## src/rtl/core/crcdf_pkg.sv

```systemverilog
// Shared types, constants and CRC byte-update functions of the frame deframer.
package crcdf_pkg;

  // Framing constants
  localparam logic [7:0]  START_BYTE    = 8'hA5;
  localparam logic [7:0]  HDR_CRC_INIT  = 8'hFF;
  localparam logic [15:0] FRM_CRC_INIT  = 16'hFFFF;
  localparam logic [15:0] HDR_CRC_POS   = 16'd4;
  localparam logic [7:0]  CRC8_POLY_R   = 8'h8C;
  localparam logic [15:0] CRC16_POLY_R  = 16'h8408;
  localparam logic [15:0] MAX_LEN_RESET = 16'd512;

  // Parser phase, one-hot
  typedef enum logic [4:0] {
    PH_HUNT    = 5'b00001,
    PH_HEADER  = 5'b00010,
    PH_CMD     = 5'b00100,
    PH_PAYLOAD = 5'b01000,
    PH_TAIL    = 5'b10000
  } phase_e;

  typedef enum logic [0:0] {
    KIND_PAYLOAD = 1'b0,
    KIND_VERDICT = 1'b1
  } kind_e;

  typedef enum logic [1:0] {
    ST_OK       = 2'd0,
    ST_HDR_CRC  = 2'd1,
    ST_FRM_CRC  = 2'd2,
    ST_TOO_LONG = 2'd3
  } status_e;

  // One result item as it leaves the parser
  typedef struct packed {
    kind_e       kind;
    logic [7:0]  payload_byte;
    logic [15:0] payload_index;
    logic [15:0] command_id;
    logic [15:0] data_length;
    logic [7:0]  sequence_number;
    status_e     status;
  } result_t;

  // Reflected CRC-8, one byte
  function automatic logic [7:0] crc8_step(input logic [7:0] crc, input logic [7:0] b);
    logic [7:0] c;
    c = crc ^ b;
    for (int i = 0; i < 8; i++) begin
      c = c[0] ? ((c >> 1) ^ CRC8_POLY_R) : (c >> 1);
    end
    return c;
  endfunction

  // Reflected CRC-16, one byte
  function automatic logic [15:0] crc16_step(input logic [15:0] crc, input logic [7:0] b);
    logic [15:0] c;
    c = crc ^ {8'h00, b};
    for (int i = 0; i < 8; i++) begin
      c = c[0] ? ((c >> 1) ^ CRC16_POLY_R) : (c >> 1);
    end
    return c;
  endfunction

endpackage

```

## src/rtl/core/crcdf_if.sv

```systemverilog
// Channel interfaces: received bytes, results and the length-limit write port.
interface crcdf_byte_if;
  logic       valid;
  logic       ready;
  logic [7:0] rx_byte;
  modport source (output valid, output rx_byte, input ready);
  modport sink   (input valid, input rx_byte, output ready);
endinterface

interface crcdf_result_if;
  logic        valid;
  logic        ready;
  logic [0:0]  kind;
  logic [7:0]  payload_byte;
  logic [15:0] payload_index;
  logic [15:0] command_id;
  logic [15:0] data_length;
  logic [7:0]  sequence_number;
  logic [1:0]  status;
  modport source (output valid, output kind, output payload_byte, output payload_index,
                  output command_id, output data_length, output sequence_number,
                  output status, input ready);
  modport sink   (input valid, input kind, input payload_byte, input payload_index,
                  input command_id, input data_length, input sequence_number,
                  input status, output ready);
endinterface

interface crcdf_cfg_if;
  logic        valid;
  logic        ready;
  logic [15:0] max_payload_len;
  modport source (output valid, output max_payload_len, input ready);
  modport sink   (input valid, input max_payload_len, output ready);
endinterface

```

## src/rtl/core/crcdf_in_stage.sv

```systemverilog
// Input register: holds one received byte until the parser consumes it.
module crcdf_in_stage (
  input  logic          clk_i,
  input  logic          rst_ni,
  crcdf_byte_if.sink    rx_i,
  input  logic          step_i,
  output logic          valid_o,
  output logic [7:0]    byte_o
);

  logic       vld_q, vld_d;
  logic [7:0] byte_q;
  logic       accept;

  // Free slot, or the held byte leaves this cycle
  assign rx_i.ready = !vld_q || step_i;
  assign accept     = rx_i.valid && rx_i.ready;

  always_comb begin
    vld_d = vld_q;
    if (accept) begin
      vld_d = 1'b1;
    end else if (step_i) begin
      vld_d = 1'b0;
    end
  end

  always_ff @(posedge clk_i or negedge rst_ni) begin
    if (!rst_ni) begin
      vld_q <= 1'b0;
    end else begin
      vld_q <= vld_d;
    end
  end

  always_ff @(posedge clk_i) begin
    if (accept) begin
      byte_q <= rx_i.rx_byte;
    end
  end

  assign valid_o = vld_q;
  assign byte_o  = byte_q;

endmodule

```

## src/rtl/core/crcdf_parser.sv

```systemverilog
// Frame parser: phase tracking, header/frame CRC update and result forming.
module crcdf_parser (
  input  logic                 clk_i,
  input  logic                 rst_ni,
  input  logic                 step_i,
  input  logic [7:0]           byte_i,
  input  logic [15:0]          max_len_i,
  output logic                 emit_o,
  output crcdf_pkg::result_t   res_o
);

  crcdf_pkg::phase_e phase_q, phase_d;
  logic [15:0] cnt_q, cnt_d;
  logic [15:0] len_q, len_d;
  logic [7:0]  seq_q, seq_d;
  logic [15:0] cmd_q, cmd_d;
  logic [7:0]  hcrc_q, hcrc_d;
  logic [15:0] fcrc_q, fcrc_d;
  logic [7:0]  tail_q, tail_d;

  logic [7:0]  hcrc_upd;
  logic [15:0] fcrc_upd;
  logic [15:0] cnt_inc;

  assign hcrc_upd = crcdf_pkg::crc8_step(hcrc_q, byte_i);
  assign fcrc_upd = crcdf_pkg::crc16_step(fcrc_q, byte_i);
  assign cnt_inc  = cnt_q + 16'd1;

  // Next state and result for the byte in the input register
  always_comb begin
    phase_d = phase_q;
    cnt_d   = cnt_q;
    len_d   = len_q;
    seq_d   = seq_q;
    cmd_d   = cmd_q;
    hcrc_d  = hcrc_q;
    fcrc_d  = fcrc_q;
    tail_d  = tail_q;
    emit_o  = 1'b0;

    res_o.kind            = crcdf_pkg::KIND_VERDICT;
    res_o.payload_byte    = 8'h00;
    res_o.payload_index   = 16'h0000;
    res_o.command_id      = cmd_q;
    res_o.data_length     = len_q;
    res_o.sequence_number = seq_q;
    res_o.status          = crcdf_pkg::ST_OK;

    if (step_i) begin
      case (phase_q)
        crcdf_pkg::PH_HEADER: begin
          fcrc_d = fcrc_upd;
          if (cnt_q < crcdf_pkg::HDR_CRC_POS) begin
            if (cnt_q == 16'd1) begin
              len_d = {8'h00, byte_i};
            end else if (cnt_q == 16'd2) begin
              len_d = {byte_i, len_q[7:0]};
            end else begin
              seq_d = byte_i;
            end
            hcrc_d = hcrc_upd;
            cnt_d  = cnt_inc;
          end else if (byte_i != hcrc_q) begin
            // bad header CRC wins over the length check
            emit_o       = 1'b1;
            res_o.status = crcdf_pkg::ST_HDR_CRC;
            phase_d      = crcdf_pkg::PH_HUNT;
            cnt_d        = 16'd0;
          end else if (len_q > max_len_i) begin
            emit_o       = 1'b1;
            res_o.status = crcdf_pkg::ST_TOO_LONG;
            phase_d      = crcdf_pkg::PH_HUNT;
            cnt_d        = 16'd0;
          end else begin
            phase_d = crcdf_pkg::PH_CMD;
            cnt_d   = 16'd0;
          end
        end
        crcdf_pkg::PH_CMD: begin
          fcrc_d = fcrc_upd;
          if (cnt_q == 16'd0) begin
            cmd_d = {8'h00, byte_i};
            cnt_d = 16'd1;
          end else begin
            cmd_d   = {byte_i, cmd_q[7:0]};
            cnt_d   = 16'd0;
            phase_d = (len_q == 16'd0) ? crcdf_pkg::PH_TAIL : crcdf_pkg::PH_PAYLOAD;
          end
        end
        crcdf_pkg::PH_PAYLOAD: begin
          fcrc_d              = fcrc_upd;
          emit_o              = 1'b1;
          res_o.kind          = crcdf_pkg::KIND_PAYLOAD;
          res_o.payload_byte  = byte_i;
          res_o.payload_index = cnt_q;
          if (cnt_inc >= len_q) begin
            phase_d = crcdf_pkg::PH_TAIL;
            cnt_d   = 16'd0;
          end else begin
            cnt_d = cnt_inc;
          end
        end
        crcdf_pkg::PH_TAIL: begin
          if (cnt_q == 16'd0) begin
            tail_d = byte_i;
            cnt_d  = 16'd1;
          end else begin
            emit_o       = 1'b1;
            res_o.status = (tail_q == fcrc_q[7:0] && byte_i == fcrc_q[15:8]) ?
                           crcdf_pkg::ST_OK : crcdf_pkg::ST_FRM_CRC;
            phase_d      = crcdf_pkg::PH_HUNT;
            cnt_d        = 16'd0;
          end
        end
        default: begin
          // hunting, and any unused phase code
          phase_d = crcdf_pkg::PH_HUNT;
          if (byte_i == crcdf_pkg::START_BYTE) begin
            hcrc_d  = crcdf_pkg::crc8_step(crcdf_pkg::HDR_CRC_INIT, byte_i);
            fcrc_d  = crcdf_pkg::crc16_step(crcdf_pkg::FRM_CRC_INIT, byte_i);
            len_d   = 16'd0;
            seq_d   = 8'd0;
            cmd_d   = 16'd0;
            tail_d  = 8'd0;
            cnt_d   = 16'd1;
            phase_d = crcdf_pkg::PH_HEADER;
          end
        end
      endcase
    end
  end

  always_ff @(posedge clk_i or negedge rst_ni) begin
    if (!rst_ni) begin
      phase_q <= crcdf_pkg::PH_HUNT;
      cnt_q   <= 16'd0;
      len_q   <= 16'd0;
      seq_q   <= 8'd0;
      cmd_q   <= 16'd0;
      hcrc_q  <= crcdf_pkg::HDR_CRC_INIT;
      fcrc_q  <= crcdf_pkg::FRM_CRC_INIT;
      tail_q  <= 8'd0;
    end else begin
      phase_q <= phase_d;
      cnt_q   <= cnt_d;
      len_q   <= len_d;
      seq_q   <= seq_d;
      cmd_q   <= cmd_d;
      hcrc_q  <= hcrc_d;
      fcrc_q  <= fcrc_d;
      tail_q  <= tail_d;
    end
  end

endmodule

```

## src/rtl/core/crcdf_out_stage.sv

```systemverilog
// Result register: holds one result until the downstream side takes it.
module crcdf_out_stage (
  input  logic                 clk_i,
  input  logic                 rst_ni,
  input  logic                 load_i,
  input  crcdf_pkg::result_t   res_i,
  output logic                 free_o,
  crcdf_result_if.source       res_o
);

  logic               vld_q, vld_d;
  crcdf_pkg::result_t res_q;

  // Room for a new result when empty or being drained now
  assign free_o = !vld_q || res_o.ready;

  always_comb begin
    vld_d = vld_q;
    if (load_i) begin
      vld_d = 1'b1;
    end else if (res_o.ready) begin
      vld_d = 1'b0;
    end
  end

  always_ff @(posedge clk_i or negedge rst_ni) begin
    if (!rst_ni) begin
      vld_q <= 1'b0;
    end else begin
      vld_q <= vld_d;
    end
  end

  always_ff @(posedge clk_i) begin
    if (load_i) begin
      res_q <= res_i;
    end
  end

  assign res_o.valid           = vld_q;
  assign res_o.kind            = res_q.kind;
  assign res_o.payload_byte    = res_q.payload_byte;
  assign res_o.payload_index   = res_q.payload_index;
  assign res_o.command_id      = res_q.command_id;
  assign res_o.data_length     = res_q.data_length;
  assign res_o.sequence_number = res_q.sequence_number;
  assign res_o.status          = res_q.status;

endmodule

```

## src/rtl/core/crc_checked_frame_deframer.sv

```systemverilog
// Top level of the CRC-checked serial frame deframer.
//
//  Channel  Dir  Transaction carries
//  rx_i     in   rx_byte: one received stream byte
//  res_o    out  kind, payload_byte, payload_index, command_id, data_length,
//                sequence_number, status
//  cfg_i    in   max_payload_len (always ready)
//
// One byte per cycle sustained while the result side takes each result; a byte
// goes from its transaction into the input register, then through CRC/phase
// logic into the result register, from which its result transaction is made.
// Reset clears the phase to hunting and the length limit to 512.
// A stalled result register holds the parser; the input register keeps taking
// a byte while a finished result waits, until both registers are full.
module crc_checked_frame_deframer (
  input  logic            clk_i,
  input  logic            rst_ni,
  crcdf_byte_if.sink      rx_i,
  crcdf_result_if.source  res_o,
  crcdf_cfg_if.sink       cfg_i
);

  logic               in_vld;
  logic [7:0]         in_byte;
  logic               out_free;
  logic               step;
  logic               emit;
  crcdf_pkg::result_t res;
  logic [15:0]        max_len_q;

  // Length limit register
  assign cfg_i.ready = 1'b1;

  always_ff @(posedge clk_i or negedge rst_ni) begin
    if (!rst_ni) begin
      max_len_q <= crcdf_pkg::MAX_LEN_RESET;
    end else if (cfg_i.valid) begin
      max_len_q <= cfg_i.max_payload_len;
    end
  end

  // Parser advances when a byte is held and the result side has room
  assign step = in_vld && out_free;

  crcdf_in_stage u_in (
    .clk_i   (clk_i),
    .rst_ni  (rst_ni),
    .rx_i    (rx_i),
    .step_i  (step),
    .valid_o (in_vld),
    .byte_o  (in_byte)
  );

  crcdf_parser u_parser (
    .clk_i     (clk_i),
    .rst_ni    (rst_ni),
    .step_i    (step),
    .byte_i    (in_byte),
    .max_len_i (max_len_q),
    .emit_o    (emit),
    .res_o     (res)
  );

  crcdf_out_stage u_out (
    .clk_i  (clk_i),
    .rst_ni (rst_ni),
    .load_i (emit),
    .res_i  (res),
    .free_o (out_free),
    .res_o  (res_o)
  );

endmodule
```

## src/flat_wrapper.sv

```systemverilog
// flat-port wrapper written by rule: the top's interface ports become plain ports
module crc_checked_frame_deframer_flat 
  (clk_i, rst_ni, rx_i_valid, rx_i_rx_byte, rx_i_ready, res_o_valid, res_o_kind, res_o_payload_byte, res_o_payload_index, res_o_command_id, res_o_data_length, res_o_sequence_number, res_o_status, res_o_ready, cfg_i_valid, cfg_i_max_payload_len, cfg_i_ready);
  crcdf_byte_if rx_i_i ();
  crcdf_result_if res_o_i ();
  crcdf_cfg_if cfg_i_i ();
  input  logic clk_i;
  input  logic rst_ni;
  input wire logic [$bits(rx_i_i.valid)-1:0] rx_i_valid;
  input wire logic [$bits(rx_i_i.rx_byte)-1:0] rx_i_rx_byte;
  output wire logic [$bits(rx_i_i.ready)-1:0] rx_i_ready;
  output wire logic [$bits(res_o_i.valid)-1:0] res_o_valid;
  output wire logic [$bits(res_o_i.kind)-1:0] res_o_kind;
  output wire logic [$bits(res_o_i.payload_byte)-1:0] res_o_payload_byte;
  output wire logic [$bits(res_o_i.payload_index)-1:0] res_o_payload_index;
  output wire logic [$bits(res_o_i.command_id)-1:0] res_o_command_id;
  output wire logic [$bits(res_o_i.data_length)-1:0] res_o_data_length;
  output wire logic [$bits(res_o_i.sequence_number)-1:0] res_o_sequence_number;
  output wire logic [$bits(res_o_i.status)-1:0] res_o_status;
  input wire logic [$bits(res_o_i.ready)-1:0] res_o_ready;
  input wire logic [$bits(cfg_i_i.valid)-1:0] cfg_i_valid;
  input wire logic [$bits(cfg_i_i.max_payload_len)-1:0] cfg_i_max_payload_len;
  output wire logic [$bits(cfg_i_i.ready)-1:0] cfg_i_ready;
  assign rx_i_i.valid = rx_i_valid;
  assign rx_i_i.rx_byte = rx_i_rx_byte;
  assign rx_i_ready = rx_i_i.ready;
  assign res_o_valid = res_o_i.valid;
  assign res_o_kind = res_o_i.kind;
  assign res_o_payload_byte = res_o_i.payload_byte;
  assign res_o_payload_index = res_o_i.payload_index;
  assign res_o_command_id = res_o_i.command_id;
  assign res_o_data_length = res_o_i.data_length;
  assign res_o_sequence_number = res_o_i.sequence_number;
  assign res_o_status = res_o_i.status;
  assign res_o_i.ready = res_o_ready;
  assign cfg_i_i.valid = cfg_i_valid;
  assign cfg_i_i.max_payload_len = cfg_i_max_payload_len;
  assign cfg_i_ready = cfg_i_i.ready;
  crc_checked_frame_deframer u_core (.clk_i(clk_i), .rst_ni(rst_ni), .rx_i(rx_i_i), .res_o(res_o_i), .cfg_i(cfg_i_i));
endmodule
```

## config.mk

```make
export PLATFORM = sky130hd
export DESIGN_NAME = crc_checked_frame_deframer_flat
export DESIGN_NICKNAME = d
export VERILOG_FILES = /design/src/rtl/core/crcdf_pkg.sv /design/src/rtl/core/crcdf_if.sv /design/src/rtl/core/crcdf_in_stage.sv /design/src/rtl/core/crcdf_parser.sv /design/src/rtl/core/crcdf_out_stage.sv /design/src/rtl/core/crc_checked_frame_deframer.sv /design/src/flat_wrapper.sv
export SDC_FILE = /design/constraint.sdc
export NUM_CORES = 1
export LEC_CHECK = 0
export BUFFER_PORTS_ARGS = -buffer_cell sky130_fd_sc_hd__buf_2
export CORE_MARGIN = 5
export CORE_UTILIZATION = 50
export DETAILED_ROUTE_END_ITERATION = 10
export PLACE_DENSITY = 0.8
export SLEW_MARGIN = 25
export SYNTH_ARGS = -nofsm -noshare
export SYNTH_HDL_FRONTEND = slang
export SYNTH_HIERARCHICAL = 1
export SYNTH_SLANG_ARGS = --single-unit
```

## constraint.sdc

```tcl
create_clock -name clk_i -period 4.19 [get_ports clk_i]
set_clock_uncertainty 0.1 [all_clocks]
set_input_delay 0.2095 -clock clk_i [delete_from_list [all_inputs] [get_ports clk_i]]
set_output_delay 0.2095 -clock clk_i [all_outputs]
set_load 0.1 [all_outputs]
```

==> flow_summary.ini, run 1 <==
[die]
die_height_um = 147
pin_count = 99
fp-row-count = 50
start_util = 0.504
core_area_um2 = 18600
die_x_extent_um = 147
fp.dieArea_um2 = 21600

[timing]
final-hold-violation-count = 0
achievable-frequency_mhz = 261
final_period_minus_worst_setup_slack_ps = 3830
hold_slack_ps = 212
worst_slack_ps = 361
timing_worst_slew_pin_value_ps = 919
final_max_slew_viol_count = 0
post-route-period-util = 0.914
rsz0062_at_grt = no
setup_tns_ps = 0
max_transition_margin = 0.385
setup_viol_count_final = 0

[route]
detail_route.vias_per_cell = 5.59
drc = 0
routed_wirelength_mm = 20.8
final_antenna_net_count = 0
drt_first_iter_violations = 651
wl_per_cell_um = 17.7
dr_total_vias = 6579
detailedRoute.firstPassIterationCount = 5

[layout]
antenna_cells_inserted = 0
drive_above_1_share = 0.223
finalNetCount = 995
syn_to_final_growth_pct = 16.3
layout_commonest_cell = sky130_fd_sc_hd__buf_2
post-route-util = 0.586
final_cell_mix = sky130_fd_sc_hd__buf_2 (96), sky130_fd_sc_hd__dfrtp_1 (85), sky130_fd_sc_hd__edfxtp_1 (75)

[worst_hold_path]
hold_path_class = input pin to register
hold-path-endpoint = u_core/max_len_q[3]$_DFFE_PN0P_
holdCritStartpoint = cfg_i_valid
hold_depth = 2

[setup_path]
critPathTopFamily = simple AND/OR/NAND/NOR gates
critPathSlowestCell = sky130_fd_sc_hd__dfrtp_1
reg2reg_to = u_core/u_parser/cnt_q[10]$_DFFE_PN0P_
cp.arrival_ps = 4060
timing.critical_path.mode_cell = sky130_fd_sc_hd__nand2_1
worst-r2r-cell-count = 12
worst_setup_path_start_kind = register
critical_path.cell_chain = ha_1 > nand3_1 > nor4_1 > xor2_1 > ha_1 > a21oi_1 > nand2_1 > a2111oi_2 > o211ai_1 > nand2_1 > nand2_1 > o41ai_1
timing_worst_setup_path_type = register to register
type_of_element_capturing_the_critical_path = register
path_max_fanout = 9
worst_ep_required_time_ps = 4420
regToRegStartpoint = u_core/u_parser/cnt_q[0]$_DFFE_PN0P_
reg2reg_setup_slack_ps = 360
timing.critical_path.depth = 12
critical-path-max-stage-delay_ps = 450
path_buf_inv = 0

[clock_tree]
cts.htree.levels = 4
clkTransAtPathRegs_ps = 70
clock_path_buffers = 2
tritoncts_clock_tree = built
numCtsBuffers = 17
clk-insertion-delay-late_ps = 430
ctsRootBufferMaster = sky130_fd_sc_hd__clkbuf_16
num_clock_sinks = 186
cts_repair_resize_count = 0

[placement]
numPortBuffers = 97
pre_cts_ws_ps = 448
dp_hpwl_mm = 14.3
gpl.final_weighted_congestion = 0.881

[synth]
net_count_synth = 883
synthesis.area_per_instance_um2 = 11.4
synth-edff-count = 75
ys_top_cells_by_area = sky130_fd_sc_hd__edfxtp_1 (24%), sky130_fd_sc_hd__dfrtp_1 (23%), sky130_fd_sc_hd__dfstp_2 (7.3%)
netlist-cell-type-count = 76
yosysWarningCount = 6
sequential_fraction_of_the_synthesis_area = 0.541
netlist.area_leader.share = 0.241
synth_ff_type = sky130_fd_sc_hd__dfrtp_1
postSynthRegisterBits = 186
async_flop_share = 0.597
netlist.top_cell.by_area = sky130_fd_sc_hd__edfxtp_1
syn_area_um2 = 9360
number_of_instances_in_the_synthesized_netlist = 818

[global_route]
grt_pass1_wl_mm = 34.1
antenna_violations_before_repair = 0
grt_usage = 0.197
vias_in_the_first_global_route = 6538
gr-total-overflow = 0
maximum_number_of_pins_on_one_net_before_global_route_repair = 81

[outcome]
run_status = finished clean

[job]
maxCapViolations = 0

[power]
power-per-cell-area_nw_per_um2 = 384
worst_ir_drop_on_vdd_mv = 0.298
leakage_nw = 4.62
-- sequential cells by signal, indices dropped and copies added, names as in the netlist --
signal,flops
u_core/max_len_q,16
u_core/u_in/byte_o,8
u_core/u_in/valid_o,1
u_core/u_out/res_o.command_id,16
u_core/u_out/res_o.data_length,16
u_core/u_out/res_o.kind,1
u_core/u_out/res_o.payload_byte,8
u_core/u_out/res_o.payload_index,16
u_core/u_out/res_o.sequence_number,8
u_core/u_out/res_o.status,2
u_core/u_out/res_o.valid,1
u_core/u_parser/cmd_q,16
u_core/u_parser/cnt_q,16
u_core/u_parser/fcrc_q,16
u_core/u_parser/hcrc_q,8
u_core/u_parser/len_q,16
u_core/u_parser/phase_q,5
u_core/u_parser/seq_q,8
u_core/u_parser/tail_q,8
-- how the worst max path moves through the flow --
stage                                         startpoint                                         end  slack, ps
floorplan                u_core/max_len_q[9]$_DFFE_PN1P_  u_core/u_out/res_o.command_id[0]$_DFFE_PP_        780
finish              u_core/u_parser/cnt_q[0]$_DFFE_PN0P_       u_core/u_parser/cnt_q[10]$_DFFE_PN0P_        360
CTS                 u_core/u_parser/cnt_q[0]$_DFFE_PN0P_       u_core/u_parser/cnt_q[10]$_DFFE_PN0P_        410
global placement    u_core/u_parser/cnt_q[0]$_DFFE_PN0P_       u_core/u_parser/cnt_q[10]$_DFFE_PN0P_        560
global route        u_core/u_parser/cnt_q[0]$_DFFE_PN0P_       u_core/u_parser/cnt_q[13]$_DFFE_PN0P_         60
detailed placement  u_core/u_parser/cnt_q[0]$_DFFE_PN0P_       u_core/u_parser/cnt_q[10]$_DFFE_PN0P_        450
-- power breakdown --
group          switching (mW)  internal [mW]
Clock                   0.656          0.958
Sequential             0.0843           1.99
Combinational           0.260          0.231
Total                    1.00           3.18
-- cell usage after synthesis, drive strengths merged, types with 13 or more instances --
cell    count
dfrtp      85
nand2b     13
edfxtp     75
nand2      69
dfstp      26
and2       25
a32o       18
inv        49
buf        29
ha         36
xnor2      53
a22o       16
nand3      40
xor2       38
a21oi      21
clkbuf     15
nor2       46
mux2       19
o21ai      60
-- per-stage QoR --
stage,std cells,total power [mW],cell area [um2]
6_report,1177,4.18,10900
5_1_grt,1177,4.36,10900
4_1_cts,1177,4.21,10900
3_5_place_dp,1118,2.58,10000
3_3_place_gp,1118,2.57,10000
2_1_floorplan,818,2.46,9360
-- worst reg2reg max path, stage by stage (launching register included) --
cell                        delay (ps)
sky130_fd_sc_hd__dfrtp_1           450
sky130_fd_sc_hd__ha_1              290
sky130_fd_sc_hd__nand3_1           250
sky130_fd_sc_hd__nor4_1            400
sky130_fd_sc_hd__xor2_1            230
sky130_fd_sc_hd__ha_1              290
sky130_fd_sc_hd__a21oi_1           190
sky130_fd_sc_hd__nand2_1           100
sky130_fd_sc_hd__a2111oi_2         350
sky130_fd_sc_hd__o211ai_1          270
sky130_fd_sc_hd__nand2_1           330
sky130_fd_sc_hd__nand2_1           210
sky130_fd_sc_hd__o41ai_1           270
-- layout make-up --
type | count | area (um2)
Clock buffer | 25 | 465
Clock inverter | 7 | 119
Fill cell | 1500 | 7700
Inverter | 49 | 184
Multi-Input combinational cell | 539 | 3890
Sequential cell | 186 | 5060
Tap cell | 234 | 293
Timing Repair Buffer | 137 | 872
-- layer usage --
layer  track usage  wire, um
met2         0.328     10300
met4        0.0527       257
met5             0         0
met1         0.265      8900
met3        0.0426      1310
-- logic make-up after synthesis --
kind of cell,share of synthesized area
buffers and inverters,0.0449
AO/OA/AOI/OAI,0.109
AND/OR/NAND/NOR,0.140
XOR/XNOR,0.0892
multiplexers,0.0281
other,0.000401
adder cells (fa/ha/maj),0.0481
flip-flops,0.541
-- what timing repair did --
item,CTS,global route
setup buffers,0,0
setup endpoints to repair,0,0
hold buffers,27,0
endpoints found under the hold margin,81,0
No activity file was read; power rests on OpenSTA's default activity.
==> run 2: changes to the inputs <==
CORE_MARGIN = 2   (was 5)
==> flow_summary.ini, run 2 (same netlist as run 1, synthesis figures left out) <==
[placement]
place_inst = 1118
numPortBuffers = 97
gpl.final_weighted_congestion = 0.893
dp_hpwl_mm = 14.6

[timing]
final-hold-violation-count = 0
hold_slack_ps = 226
final_max_slew_viol_count = 0
timing_worst_slew_pin_value_ps = 904
post-route-period-util = 0.893
final_period_minus_worst_setup_slack_ps = 3740
max_transition_margin = 0.395
setup_tns_ps = 0
setup_viol_count_final = 0
rsz0062_at_grt = no
achievable-frequency_mhz = 267

[layout]
drive_above_1_share = 0.230
filler_instances = 1461
layout_commonest_cell = sky130_fd_sc_hd__buf_2
finalNetCount = 995
post-route-util = 0.591
syn_to_final_growth_pct = 16.8
seqCellArea_um2 = 5060
antenna_cells_inserted = 0
stdcell_count = 1177
multiInputGateArea_um2 = 3890
final_cell_mix = sky130_fd_sc_hd__buf_2 (96), sky130_fd_sc_hd__dfrtp_1 (85), sky130_fd_sc_hd__edfxtp_1 (75)

[setup_path]
type_of_element_capturing_the_critical_path = register
timing_worst_setup_path_type = register to register
worst_ep_required_time_ps = 4400
worst_setup_path_start_kind = register
cp.arrival_ps = 3950
path_max_fanout = 7

[global_route]
maximum_number_of_pins_on_one_net_before_global_route_repair = 53
grt-busiest-layer = met2
global_route.usage.met2 = 0.378
met1_usage = 0.290
grt_usage = 0.226
grt_pass1_wl_mm = 34.9
met3_track_utilization_from_global_routing = 0.0472
gr-total-overflow = 0
vias_in_the_first_global_route = 6702
antenna_violations_before_repair = 0

[die]
die_height_um = 141
fp.dieArea_um2 = 19800
die_x_extent_um = 141
fp-row-count = 50
start_util = 0.505
pin_count = 99
core_area_um2 = 18500

[route]
drc = 0
routed_wirelength_mm = 21.7
detail_route.vias_per_cell = 5.62
final_antenna_net_count = 0
drt_first_iter_violations = 519
detailedRoute.firstPassIterationCount = 5
wl_per_cell_um = 18.4
dr_total_vias = 6616

[clock_tree]
post_cts_buffers = 0
tritoncts_clock_tree = built
clock_path_buffers = 2
cts.htree.levels = 4
num_clock_sinks = 186
cts_repair_resize_count = 0
ctsRootBufferMaster = sky130_fd_sc_hd__clkbuf_16
ctsHoldBuffers = 27
numCtsBuffers = 17
clkTransAtPathRegs_ps = 70
clk-insertion-delay-late_ps = 430

[job]
maxCapViolations = 0

[worst_hold_path]
hold_path_class = input pin to register

[outcome]
run_status = finished clean

[power]
power-per-cell-area_nw_per_um2 = 392
total_power_mw = 4.29
worst_ir_drop_on_vdd_mv = 0.267
leakage_nw = 4.65
[run 2: changes by cell type in the layout (fill, tap and decap cells not counted), sizes merged]
cell	change
clkinv	+5
clkbuf	-4
clkinvlp	-1
[run 2: critical path: stages, from the launching register on]
cell,delay [ps]
sky130_fd_sc_hd__dfrtp_1,460
sky130_fd_sc_hd__ha_1,300
sky130_fd_sc_hd__nand3_1,260
sky130_fd_sc_hd__nor4_1,400
sky130_fd_sc_hd__xor2_1,250
sky130_fd_sc_hd__ha_1,290
sky130_fd_sc_hd__a21oi_1,160
sky130_fd_sc_hd__nand2_1,80
sky130_fd_sc_hd__a2111oi_2,360
sky130_fd_sc_hd__o211ai_1,290
sky130_fd_sc_hd__and3_1,350
sky130_fd_sc_hd__mux2_4,320
[run 2: path summary, 6_finish.rpt]
kind,startpoint,end,slack [ps],cells after the start
min in group asynchronous,rst_ni,u_core/u_parser/tail_q[4]$_DFFE_PN0P_,270,2
worst max-delay path,u_core/u_parser/cnt_q[1]$_DFFE_PN0P_,u_core/u_parser/phase_q[4]$_DFFE_PN0P_,450,11
max in group asynchronous,rst_ni,u_core/u_parser/hcrc_q[0]$_DFFE_PN1P_,2800,3
worst max register to register,u_core/u_parser/cnt_q[1]$_DFFE_PN0P_,u_core/u_parser/phase_q[4]$_DFFE_PN0P_,450,11
worst min-delay path,cfg_i_valid,u_core/max_len_q[11]$_DFFE_PN0P_,230,2
worst min register to register,u_core/u_parser/seq_q[3]$_DFFE_PN0P_,u_core/u_out/res_o.sequence_number[3]$_DFFE_PP_,340,0
[run 2: power breakdown]
| part | leakage [nW] | internal (mW) | total (mW) | switching (mW) |
|---|---|---|---|---|
| Clock | 0.313 | 1.02 | 1.71 | 0.694 |
| Combinational | 2.26 | 0.233 | 0.506 | 0.273 |
| Sequential | 2.08 | 1.99 | 2.08 | 0.0829 |
| Total | 4.65 | 3.24 | 4.29 | 1.05 |
[run 2: final cells by class]
cell class,count,share of cell area
Sequential cell,186,0.463
Multi-Input combinational cell,539,0.356
Timing Repair Buffer,137,0.0794
Clock buffer,21,0.0441
Tap cell,234,0.0268
Inverter,49,0.0168
Clock inverter,11,0.0144
[run 2: layer usage]
metal	vias up	routed length, um
li1	3101	-
met1	3258	9260
met2	210	10800
met3	47	1010
met4	0	604
met5	-	0
[run 2: metrics by stage]
stage | instance area (um2) | setup WS [ps]
2_1_floorplan | 9360 | 780
3_3_place_gp | 10000 | 624
3_5_place_dp | 10000 | 503
6_report | 10900 | 450
4_1_cts | 10900 | 475
5_1_grt | 10900 | 233
